===== config.mk =====
export PLATFORM = sky130hd
export DESIGN_NAME = roller_blind_position_controller_flat
export DESIGN_NICKNAME = d
export VERILOG_FILES = /design/src/rtl/core/rbpc_pkg.sv /design/src/rtl/core/rbpc_evt_if.sv /design/src/rtl/core/rbpc_rpt_if.sv /design/src/rtl/core/rbpc_cfg_regs.sv /design/src/rtl/core/rbpc_step.sv /design/src/rtl/core/roller_blind_position_controller.sv /design/src/flat_wrapper.sv
export SDC_FILE = /design/constraint.sdc
export NUM_CORES = 1
export LEC_CHECK = 0
export BUFFER_PORTS_ARGS = -buffer_cell sky130_fd_sc_hd__buf_2
export CORE_UTILIZATION = 55
export DETAILED_ROUTE_END_ITERATION = 12
export HOLD_SLACK_MARGIN = 0.02
export PLACE_DENSITY = 0.75
export RECOVER_POWER = 50
export SETUP_SLACK_MARGIN = 0.2
export SLEW_MARGIN = 20
export SYNTH_ARGS = -nofsm -noshare
export SYNTH_HDL_FRONTEND = slang
export SYNTH_HIERARCHICAL = 1
export SYNTH_SLANG_ARGS = --single-unit

===== constraint.sdc =====
create_clock -name clk -period 10.3 [get_ports clk]
set_clock_uncertainty 0.15 [all_clocks]
set_input_delay 1.03 -clock clk [delete_from_list [all_inputs] [get_ports clk]]
set_output_delay 1.03 -clock clk [all_outputs]
set_load 0.05 [all_outputs]

===== src/rtl/core/rbpc_pkg.sv =====
`timescale 1ns / 1ps
// ----------------------------------------------------------------------------
// rbpc_pkg
// Shared types, codes and reset values for the roller blind position
// controller.
// ----------------------------------------------------------------------------
package rbpc_pkg;

    // Default build widths
    localparam int COUNT_WIDTH_DEF       = 10;
    localparam int PULSE_TIMER_WIDTH_DEF = 10;

    // Field and register widths
    localparam int FUNC_W    = 2;
    localparam int MODE_W    = 2;
    localparam int STATUS_W  = 3;
    localparam int REV_W     = 10;
    localparam int PULSE_W   = 10;
    localparam int POS_W     = 10;
    localparam int STALL_W   = 16;
    localparam int CFG_IDX_W = 3;
    localparam int CFG_DATA_W = 16;

    // Width for signed position math; holds any count difference
    localparam int CALC_W = 18;
    // Width for pulse length compares; covers the widest pulse timer
    localparam int PT_CMP_W = 16;

    // Register reset values
    localparam logic [PULSE_W-1:0] UNFOLD_MIN_RST = 10'd550;
    localparam logic [PULSE_W-1:0] FOLD_MIN_RST   = 10'd500;
    localparam logic [PULSE_W-1:0] PULSE_MAX_RST  = 10'd1000;
    localparam logic [POS_W-1:0]   EXTENDED_RST   = 10'd15;
    localparam logic [POS_W-1:0]   STOWED_RST     = 10'd0;
    localparam logic [STALL_W-1:0] STALL_TO_RST   = 16'd5000;

    // Request function codes
    typedef enum logic [FUNC_W-1:0] {
        FUNC_TICK   = 2'd0,
        FUNC_REED   = 2'd1,
        FUNC_FOLD   = 2'd2,
        FUNC_UNFOLD = 2'd3
    } func_t;

    // Motion mode
    typedef enum logic [MODE_W-1:0] {
        MODE_IDLE   = 2'd0,
        MODE_MOVING = 2'd1,
        MODE_ERROR  = 2'd2
    } mode_t;

    // Position status
    typedef enum logic [STATUS_W-1:0] {
        ST_NONE     = 3'd0,
        ST_MOVING   = 3'd1,
        ST_EXTENDED = 3'd2,
        ST_FOLDED   = 3'd3,
        ST_OTHER    = 3'd4
    } status_t;

    // Configuration register indexes
    typedef enum logic [CFG_IDX_W-1:0] {
        CFG_UNFOLD_MIN = 3'd0,
        CFG_FOLD_MIN   = 3'd1,
        CFG_PULSE_MAX  = 3'd2,
        CFG_EXTENDED   = 3'd3,
        CFG_STOWED     = 3'd4,
        CFG_STALL_TO   = 3'd5
    } cfg_idx_t;

    // Configuration bundle
    typedef struct packed {
        logic [PULSE_W-1:0] unfold_pulse_min;
        logic [PULSE_W-1:0] fold_pulse_min;
        logic [PULSE_W-1:0] pulse_max;
        logic [POS_W-1:0]   extended_count;
        logic [POS_W-1:0]   stowed_count;
        logic [STALL_W-1:0] stall_timeout;
    } cfg_t;

    // One result
    typedef struct packed {
        logic [MODE_W-1:0]   motion_mode;
        logic                motor_on;
        logic                motor_unfold;
        logic [REV_W-1:0]    revolutions;
        logic [STATUS_W-1:0] status_code;
    } res_t;

endpackage


===== src/rtl/core/rbpc_evt_if.sv =====
`timescale 1ns / 1ps
// ----------------------------------------------------------------------------
// rbpc_evt_if
// Event request channel: tick, reed level change or command.
// ----------------------------------------------------------------------------
interface rbpc_evt_if;
    import rbpc_pkg::*;

    logic              valid;
    logic              ready;
    logic [FUNC_W-1:0] func;
    logic              reed_level;

    modport source (output valid, output func, output reed_level, input ready);
    modport sink   (input valid, input func, input reed_level, output ready);
endinterface


===== src/rtl/core/rbpc_rpt_if.sv =====
`timescale 1ns / 1ps
// ----------------------------------------------------------------------------
// rbpc_rpt_if
// Result request channel: motor drive, count and position status.
// ----------------------------------------------------------------------------
interface rbpc_rpt_if;
    import rbpc_pkg::*;

    logic                valid;
    logic                ready;
    logic [MODE_W-1:0]   motion_mode;
    logic                motor_on;
    logic                motor_unfold;
    logic [REV_W-1:0]    revolutions;
    logic [STATUS_W-1:0] status_code;

    modport source (output valid, output motion_mode, output motor_on,
                    output motor_unfold, output revolutions, output status_code,
                    input ready);
    modport sink   (input valid, input motion_mode, input motor_on,
                    input motor_unfold, input revolutions, input status_code,
                    output ready);
endinterface


===== src/rtl/core/rbpc_cfg_regs.sv =====
`timescale 1ns / 1ps
// ----------------------------------------------------------------------------
// rbpc_cfg_regs
// Write-only configuration register file.
// ----------------------------------------------------------------------------
module rbpc_cfg_regs (
    input  logic                        clk,
    input  logic                        rst_n,
    input  logic                        cfg_we,
    input  logic [rbpc_pkg::CFG_IDX_W-1:0]  cfg_idx,
    input  logic [rbpc_pkg::CFG_DATA_W-1:0] cfg_data,
    output rbpc_pkg::cfg_t              cfg
);
    import rbpc_pkg::*;

    cfg_t cfg_reg;

    // Register writes
    always_ff @(posedge clk or negedge rst_n)
    begin
        if (!rst_n)
        begin
            cfg_reg.unfold_pulse_min <= UNFOLD_MIN_RST;
            cfg_reg.fold_pulse_min   <= FOLD_MIN_RST;
            cfg_reg.pulse_max        <= PULSE_MAX_RST;
            cfg_reg.extended_count   <= EXTENDED_RST;
            cfg_reg.stowed_count     <= STOWED_RST;
            cfg_reg.stall_timeout    <= STALL_TO_RST;
        end
        else if (cfg_we)
        begin
            unique case (cfg_idx_t'(cfg_idx))
                CFG_UNFOLD_MIN: cfg_reg.unfold_pulse_min <= cfg_data[PULSE_W-1:0];
                CFG_FOLD_MIN:   cfg_reg.fold_pulse_min   <= cfg_data[PULSE_W-1:0];
                CFG_PULSE_MAX:  cfg_reg.pulse_max        <= cfg_data[PULSE_W-1:0];
                CFG_EXTENDED:   cfg_reg.extended_count   <= cfg_data[POS_W-1:0];
                CFG_STOWED:     cfg_reg.stowed_count     <= cfg_data[POS_W-1:0];
                CFG_STALL_TO:   cfg_reg.stall_timeout    <= cfg_data[STALL_W-1:0];
                default:        ; // unused indexes are ignored
            endcase
        end
    end

    assign cfg = cfg_reg;

endmodule


===== src/rtl/core/rbpc_step.sv =====
`timescale 1ns / 1ps
// ----------------------------------------------------------------------------
// rbpc_step
// Controller state and the single-pass update for one event.
// ----------------------------------------------------------------------------
module rbpc_step #(
    parameter int COUNT_WIDTH       = rbpc_pkg::COUNT_WIDTH_DEF,
    parameter int PULSE_TIMER_WIDTH = rbpc_pkg::PULSE_TIMER_WIDTH_DEF
) (
    input  logic            clk,
    input  logic            rst_n,
    input  logic            fire,
    input  rbpc_pkg::func_t func,
    input  logic            reed_level,
    input  rbpc_pkg::cfg_t  cfg,
    output rbpc_pkg::res_t  res
);
    import rbpc_pkg::*;

    localparam logic [COUNT_WIDTH-1:0] CNT_MAX = {1'b0, {(COUNT_WIDTH-1){1'b1}}};
    localparam logic [COUNT_WIDTH-1:0] CNT_MIN = {1'b1, {(COUNT_WIDTH-1){1'b0}}};

    mode_t                        mode_reg, mode_next;
    logic                         dir_valid_reg, dir_valid_next;
    logic                         dir_unfold_reg, dir_unfold_next;
    logic [PULSE_TIMER_WIDTH-1:0] ptimer_reg, ptimer_next;
    logic                         started_reg, started_next;
    logic [COUNT_WIDTH-1:0]       count_reg, count_next;
    logic [COUNT_WIDTH-1:0]       mark_reg, mark_next;
    logic [STALL_W-1:0]           stall_reg, stall_next;
    logic [POS_W-1:0]             target_reg, target_next;
    status_t                      status_reg, status_next;

    logic [PULSE_W-1:0]           pulse_lo;
    logic signed [CALC_W-1:0]     count_ext;
    logic signed [CALC_W-1:0]     mark_ext;
    logic signed [CALC_W-1:0]     target_ext;
    logic signed [CALC_W-1:0]     ext_ext;
    logic signed [CALC_W-1:0]     stow_ext;
    logic signed [CALC_W-1:0]     diff;
    logic                         at_target;

    // State registers
    always_ff @(posedge clk or negedge rst_n)
    begin
        if (!rst_n)
        begin
            mode_reg       <= MODE_IDLE;
            dir_valid_reg  <= 1'b0;
            dir_unfold_reg <= 1'b0;
            ptimer_reg     <= '0;
            started_reg    <= 1'b0;
            count_reg      <= '0;
            mark_reg       <= '0;
            stall_reg      <= '0;
            target_reg     <= '0;
            status_reg     <= ST_NONE;
        end
        else
        begin
            mode_reg       <= mode_next;
            dir_valid_reg  <= dir_valid_next;
            dir_unfold_reg <= dir_unfold_next;
            ptimer_reg     <= ptimer_next;
            started_reg    <= started_next;
            count_reg      <= count_next;
            mark_reg       <= mark_next;
            stall_reg      <= stall_next;
            target_reg     <= target_next;
            status_reg     <= status_next;
        end
    end

    // Event handling, then stop and stall checks on the updated state
    always_comb
    begin
        mode_next       = mode_reg;
        dir_valid_next  = dir_valid_reg;
        dir_unfold_next = dir_unfold_reg;
        ptimer_next     = ptimer_reg;
        started_next    = started_reg;
        count_next      = count_reg;
        mark_next       = mark_reg;
        stall_next      = stall_reg;
        target_next     = target_reg;
        status_next     = status_reg;

        pulse_lo = dir_unfold_reg ? cfg.unfold_pulse_min : cfg.fold_pulse_min;

        if (fire)
        begin
            unique case (func)
                FUNC_TICK:
                begin
                    if (started_reg && (ptimer_reg != '1))
                        ptimer_next = ptimer_reg + PULSE_TIMER_WIDTH'(1);
                    if ((mode_reg == MODE_MOVING) && (stall_reg != '1))
                        stall_next = stall_reg + STALL_W'(1);
                end
                FUNC_REED:
                begin
                    if (!reed_level)
                    begin
                        ptimer_next  = '0;
                        started_next = 1'b1;
                    end
                    else if (started_reg && dir_valid_reg
                             && (PT_CMP_W'(ptimer_reg) >= PT_CMP_W'(pulse_lo))
                             && (PT_CMP_W'(ptimer_reg) < PT_CMP_W'(cfg.pulse_max)))
                    begin
                        // count one revolution, saturating
                        if (dir_unfold_reg)
                        begin
                            if (count_reg != CNT_MAX)
                                count_next = count_reg + COUNT_WIDTH'(1);
                        end
                        else if (count_reg != CNT_MIN)
                        begin
                            count_next = count_reg - COUNT_WIDTH'(1);
                        end
                    end
                end
                FUNC_FOLD, FUNC_UNFOLD:
                begin
                    mode_next       = MODE_MOVING;
                    dir_valid_next  = 1'b1;
                    dir_unfold_next = (func == FUNC_UNFOLD);
                    target_next     = (func == FUNC_UNFOLD) ? cfg.extended_count
                                                            : cfg.stowed_count;
                    stall_next      = '0;
                    mark_next       = count_reg;
                    started_next    = 1'b0;
                    ptimer_next     = '0;
                    status_next     = ST_MOVING;
                end
                default: ;
            endcase
        end

        // Signed views for position math
        count_ext  = CALC_W'($signed(count_next));
        mark_ext   = CALC_W'($signed(mark_next));
        target_ext = CALC_W'($signed(target_next));
        ext_ext    = CALC_W'($signed(cfg.extended_count));
        stow_ext   = CALC_W'($signed(cfg.stowed_count));
        diff       = count_ext - mark_ext;
        at_target  = dir_unfold_next ? (count_ext >= target_ext)
                                     : (count_ext <= target_ext);

        if (fire && (mode_next == MODE_MOVING))
        begin
            // target reached or passed
            if (at_target)
            begin
                mode_next = MODE_IDLE;
                if (count_ext == ext_ext)
                    status_next = ST_EXTENDED;
                else if (count_ext == stow_ext)
                    status_next = ST_FOLDED;
                else
                    status_next = ST_OTHER;
            end
            // watchdog wins over a stop in the same event
            if (stall_next > cfg.stall_timeout)
                mode_next = MODE_ERROR;
            // two revolutions of progress restart the watchdog
            if ((diff > CALC_W'(1)) || (diff < -CALC_W'(1)))
            begin
                stall_next = '0;
                mark_next  = count_next;
            end
        end

        res.motion_mode  = mode_next;
        res.motor_on     = (mode_next == MODE_MOVING);
        res.motor_unfold = dir_valid_next & dir_unfold_next;
        res.revolutions  = count_ext[REV_W-1:0];
        res.status_code  = status_next;
    end

endmodule


===== src/rtl/core/roller_blind_position_controller.sv =====
`timescale 1ns / 1ps
// ----------------------------------------------------------------------------
// roller_blind_position_controller
// Counts reed switch revolutions, drives the blind motor toward the fold or
// unfold target and latches a stall error.
// ----------------------------------------------------------------------------
// Every request on evt (a millisecond tick, a reed level change, or a fold or
// unfold command) yields exactly one result on rpt, in order. A request is
// registered on entry, applied to the controller state through the single
// state-update path, and its result is registered for output; a new request
// is taken every cycle while rpt keeps up. Revolutions are counted in
// COUNT_WIDTH bits and reported in 10 bits; the pulse timer is
// PULSE_TIMER_WIDTH bits. No clearing pass is needed after reset.
// Configuration is written through cfg_we/cfg_idx/cfg_data; the user must
// do so only while no request is in flight, which the block does not enforce.
// ----------------------------------------------------------------------------
module roller_blind_position_controller #(
    parameter int COUNT_WIDTH       = rbpc_pkg::COUNT_WIDTH_DEF,
    parameter int PULSE_TIMER_WIDTH = rbpc_pkg::PULSE_TIMER_WIDTH_DEF
) (
    input  logic                            clk,
    input  logic                            rst_n,
    rbpc_evt_if.sink                        evt,
    rbpc_rpt_if.source                      rpt,
    input  logic                            cfg_we,
    input  logic [rbpc_pkg::CFG_IDX_W-1:0]  cfg_idx,
    input  logic [rbpc_pkg::CFG_DATA_W-1:0] cfg_data
);
    import rbpc_pkg::*;

    cfg_t  cfg;
    res_t  res;
    res_t  res_reg;
    func_t func_reg;
    logic  reed_reg;
    logic  in_valid_reg;
    logic  out_valid_reg;
    logic  fire;

    // Configuration registers
    rbpc_cfg_regs u_cfg (
        .clk      (clk),
        .rst_n    (rst_n),
        .cfg_we   (cfg_we),
        .cfg_idx  (cfg_idx),
        .cfg_data (cfg_data),
        .cfg      (cfg)
    );

    // Controller state and update
    rbpc_step #(
        .COUNT_WIDTH       (COUNT_WIDTH),
        .PULSE_TIMER_WIDTH (PULSE_TIMER_WIDTH)
    ) u_step (
        .clk        (clk),
        .rst_n      (rst_n),
        .fire       (fire),
        .func       (func_reg),
        .reed_level (reed_reg),
        .cfg        (cfg),
        .res        (res)
    );

    // Process the held request when the result slot is free or draining
    assign fire      = in_valid_reg && (!out_valid_reg || rpt.ready);
    assign evt.ready = !in_valid_reg || fire;

    // Input register
    always_ff @(posedge clk or negedge rst_n)
    begin
        if (!rst_n)
            in_valid_reg <= 1'b0;
        else if (evt.valid && evt.ready)
            in_valid_reg <= 1'b1;
        else if (fire)
            in_valid_reg <= 1'b0;
    end

    always_ff @(posedge clk)
    begin
        if (evt.valid && evt.ready)
        begin
            func_reg <= func_t'(evt.func);
            reed_reg <= evt.reed_level;
        end
    end

    // Result register
    always_ff @(posedge clk or negedge rst_n)
    begin
        if (!rst_n)
            out_valid_reg <= 1'b0;
        else if (fire)
            out_valid_reg <= 1'b1;
        else if (rpt.ready)
            out_valid_reg <= 1'b0;
    end

    always_ff @(posedge clk)
    begin
        if (fire)
            res_reg <= res;
    end

    assign rpt.valid        = out_valid_reg;
    assign rpt.motion_mode  = res_reg.motion_mode;
    assign rpt.motor_on     = res_reg.motor_on;
    assign rpt.motor_unfold = res_reg.motor_unfold;
    assign rpt.revolutions  = res_reg.revolutions;
    assign rpt.status_code  = res_reg.status_code;

endmodule


===== src/flat_wrapper.sv =====
// flat-port wrapper written by rule: the top's interface ports become plain ports
module roller_blind_position_controller_flat import rbpc_pkg::*;
#(
    parameter int COUNT_WIDTH       = rbpc_pkg::COUNT_WIDTH_DEF,
    parameter int PULSE_TIMER_WIDTH = rbpc_pkg::PULSE_TIMER_WIDTH_DEF
)
  (clk, rst_n, cfg_we, cfg_idx, cfg_data, evt_valid, evt_func, evt_reed_level, evt_ready, rpt_valid, rpt_motion_mode, rpt_motor_on, rpt_motor_unfold, rpt_revolutions, rpt_status_code, rpt_ready);
  rbpc_evt_if evt_i ();
  rbpc_rpt_if rpt_i ();
  input  logic clk;
  input  logic rst_n;
  input  logic cfg_we;
  input  logic [rbpc_pkg::CFG_IDX_W-1:0] cfg_idx;
  input  logic [rbpc_pkg::CFG_DATA_W-1:0] cfg_data;
  input wire logic [$bits(evt_i.valid)-1:0] evt_valid;
  input wire logic [$bits(evt_i.func)-1:0] evt_func;
  input wire logic [$bits(evt_i.reed_level)-1:0] evt_reed_level;
  output wire logic [$bits(evt_i.ready)-1:0] evt_ready;
  output wire logic [$bits(rpt_i.valid)-1:0] rpt_valid;
  output wire logic [$bits(rpt_i.motion_mode)-1:0] rpt_motion_mode;
  output wire logic [$bits(rpt_i.motor_on)-1:0] rpt_motor_on;
  output wire logic [$bits(rpt_i.motor_unfold)-1:0] rpt_motor_unfold;
  output wire logic [$bits(rpt_i.revolutions)-1:0] rpt_revolutions;
  output wire logic [$bits(rpt_i.status_code)-1:0] rpt_status_code;
  input wire logic [$bits(rpt_i.ready)-1:0] rpt_ready;
  assign evt_i.valid = evt_valid;
  assign evt_i.func = evt_func;
  assign evt_i.reed_level = evt_reed_level;
  assign evt_ready = evt_i.ready;
  assign rpt_valid = rpt_i.valid;
  assign rpt_motion_mode = rpt_i.motion_mode;
  assign rpt_motor_on = rpt_i.motor_on;
  assign rpt_motor_unfold = rpt_i.motor_unfold;
  assign rpt_revolutions = rpt_i.revolutions;
  assign rpt_status_code = rpt_i.status_code;
  assign rpt_i.ready = rpt_ready;
  roller_blind_position_controller #(.COUNT_WIDTH(COUNT_WIDTH), .PULSE_TIMER_WIDTH(PULSE_TIMER_WIDTH)) u_core (.clk(clk), .rst_n(rst_n), .evt(evt_i), .rpt(rpt_i), .cfg_we(cfg_we), .cfg_idx(cfg_idx), .cfg_data(cfg_data));
endmodule

==> flow_metrics.py <==
metrics = {
    "hold_path": {
        "min_from": "u_core/u_cfg/cfg[49]",
        "holdPathEnd": "u_core/u_cfg/cfg[49]",
        "hold_path.class": "reg2reg",
        "whs_path_depth": 1,
    },
    "outcome": {
        "violations": "max-capacitance violations, max-slew violations",
        "status": "finished with violations",
    },
    "routing": {
        "vias": 6631,
        "drc": 0,
        "dr.pass1.iters": 5,
        "antenna_violating_nets_post_route": 0,
        "drtIter0Drc": 574,
        "wl_per_cell_um": 19.0,
        "routed_wl_um": 21200,
        "vias_per_cell": 5.94,
    },
    "worst_setup_path": {
        "rr_startpoint": "u_core/rpt.valid",
        "reg2reg_depth": 21,
        "crit_arrival_ns": 7.52,
        "critPathLaunchType": "primary input",
        "timing.rr.end": "u_core/u_step/mark_reg[0]",
        "regToRegSetupSlack_ns": 3.25,
        "required_ns": 10.45,
        "critPathMaxFanout": 26,
        "cp-end-kind": "flop",
        "critPathKind": "in2reg",
    },
    "die": {
        "start_util_pct": 56.1,
        "die-area_sq_um": 17300,
        "die_h_um": 132,
        "ios": 46,
        "fp.dieW_um": 132,
        "rows": 47,
        "core_sq_um": 16500,
    },
    "power": {
        "p_leak_uw": 0.00459,
        "p_seq_share_pct": 39.3,
        "switching_share_pct": 31.7,
        "p_total_uw": 2030,
        "power_density_nw_per_um2": 202,
        "clkPwrFrac_pct": 33.0,
        "internal-power_uw": 1380,
        "power_switching_uw": 644,
        "worst_ir_drop_vdd_mv": 0.190,
        "power_frac_comb_pct": 27.7,
    },
    "finish": {
        "fin_area_sq_um": 10000,
        "area_growth_pct": 8.60,
        "nFillCells": 1367,
        "largest_reg_flops": 66,
        "final_cell_mix": "dfrtp_1, inv_1, ha_1",
        "num_antenna_cells": 0,
        "nNetsFinal": 969,
        "drive_above_1_share_pct": 16.0,
        "final_common_cell": "dfrtp_1",
    },
    "global_route": {
        "grt_pass1_vias": 6464,
        "grtUsageTotal_pct": 25.7,
        "grt_max_degree": 73,
        "grt_overflow": 0,
        "grt_first_pass_wirelength_um": 34300,
        "antenna_found_initial": 0,
    },
    "synth": {
        "synth_area_sq_um": 9240,
        "synth_xor_area_share_pct": 5.65,
        "synth_cells": 847,
        "synth_simple_gate_area_share_pct": 14.8,
        "synth_fa_ha_area_share_pct": 8.07,
        "yosys_warnings": 6,
        "synth-seq-cells": 152,
        "synthMuxAreaShare_pct": 14.0,
        "synth_top_family_by_area": "simple AND/OR/NAND/NOR gates",
        "synth_compound_area_share_pct": 10.1,
        "async_reset_ff_share_pct": 86.8,
        "yosys.cell_types.count": 79,
        "syn_area_per_cell_sq_um": 10.9,
        "synth_seq_area_share_pct": 42.6,
        "synth_ff_type": "dfrtp_1",
        "synth_edf_count": 20,
        "syn_nets": 933,
    },
    "sta": {
        "drv_slew": 173,
        "grt_setup_unrepaired": "false",
        "holdWs_ns": 0.347,
        "worst_pin_slew_ns": 3.75,
        "hold_viol": 0,
        "slew_headroom_pct": -150,
        "setup_viol": 0,
        "clock.fmax_ghz": 0.136,
        "timing.final.crit_share_pct": 71.5,
        "min_period_ns": 7.37,
        "fin_setup_tns_ns": 0,
    },
    "placement": {
        "place_area_sq_um": 9590,
        "dp_hpwl_um": 14900,
        "gp_congestion": 0.901,
        "portBuffers": 45,
    },
    "clocking": {
        "cts-root-buf": "clkbuf_16",
        "clk_path_buf_depth": 2,
        "cts.sinks": 152,
        "path_clk_slew_ns": 0.06,
        "clock_latency_ns": 0.42,
        "cts_tree": "done",
        "htreeDepth": 4,
        "cts_resized": 0,
        "post-cts-setup-buffer-count": 0,
        "ctsHoldBuffers": 0,
        "cts_buffers": 17,
    },
    "job": {
        "maxCapViolCount": 4,
    },
}
## power by group through the flow
stage	Sequential, uW	Combinational, uW	Clock, uW
final	798	562	669
after global routing	808	611	709
after CTS	798	584	679
after detailed placement	806	575	0
after global placement	804	565	0
after floorplan	808	433	0
## worst max-delay path: stages
cell and delay (ns):
buf_2 0.08, nand2b_1 0.10, and2_0 0.12, clkbuf_1 1.15
nand4b_1 0.33, a2111oi_4 0.43, o21ai_2 0.21, nor3_1 0.44
xnor2_1 0.24, ha_1 0.20, inv_1 0.06, fa_1 0.45
a21oi_1 0.20, nor2b_1 0.30, o21ai_0 0.34, o2111ai_1 0.28
nand3_1 0.11, or2_2 0.30, nor4_1 0.46, nor3_4 0.07
buf_4 0.30, mux2_2 0.31
## routing by layer
layer / GRT usage [%] / wire (um) / up-vias
li1: - / - / 3114
met1: 35.7 / 9730 / 3272
met2: 40.7 / 9990 / 219
met3: 5.09 / 1160 / 26
met4: 7.56 / 308 / 0
met5: 0 / 0 / -
## worst max path at each step
stage / start / to / slack, ns / cells past startpoint
after detailed placement: rpt_ready / u_core/u_step/mark_reg[0] / 3.53 / 22
after global routing: rst_n / u_core/u_step/target_reg[0] / 2.34 / 2
after floorplan: rpt_ready / u_core/u_step/mark_reg[7] / 4.21 / 20
after global placement: rpt_ready / u_core/u_step/mark_reg[0] / 3.62 / 22
after CTS: u_core/u_step/dir_unfold_reg / u_core/u_step/mark_reg[0] / 3.52 / 21
final: rpt_ready / u_core/u_step/mark_reg[0] / 2.93 / 22
## cells by family (layout without fill, tap and decap cells)
group	Yosys count	in the layout
XOR/XNOR	50	50
AO/OA/AOI/OAI	132	132
adder cells (fa/ha/maj)	59	59
AND/OR/NAND/NOR	249	249
flip-flops	152	152
multiplexers	106	106
buffers and inverters	99	148
## stage by stage
step	std cells	setup WS (ns)	util [%]
after detailed placement	1084	3.53	58.2
after CTS	1116	3.52	62.1
after global placement	1084	3.62	58.2
final	1116	2.93	60.9
after floorplan	847	4.21	-
after global routing	1116	2.34	60.9
## cells in the mapped netlist (all sizes together), types with 8 or more instances
library cell / instances / share of area, %
nand4: 16 / 1.1
nand2: 47 / 1.9
nor3: 38 / 2.2
ha: 58 / 7.9
nor2b: 12 / 0.81
a21o: 8 / 0.65
buf: 18 / 1.5
dfstp: 25 / 7.1
clkbuf: 15 / 0.61
nand3: 23 / 1.2
nand2b: 12 / 0.81
dfrtp: 107 / 29
mux2: 68 / 9.9
inv: 66 / 2.7
mux2i: 38 / 4.1
a21oi: 26 / 1.4
xnor2: 30 / 2.8
nor2: 54 / 2.2
edfxtp: 20 / 6.5
xor2: 14 / 1.3
o21a: 9 / 0.73
o21ai: 32 / 1.8
## cell type report
class | instances | area (sq um) | share of cell area (%)
sequential | 152 | 3940 | 39.2
clock inverter | 11 | 169 | 1.68
tap | 220 | 275 | 2.74
timing repair buffer | 50 | 248 | 2.47
clock buffer | 21 | 470 | 4.69
inverter | 66 | 248 | 2.47
multi-input combinational | 596 | 4690 | 46.7
(Power assumes the default switching activity.)
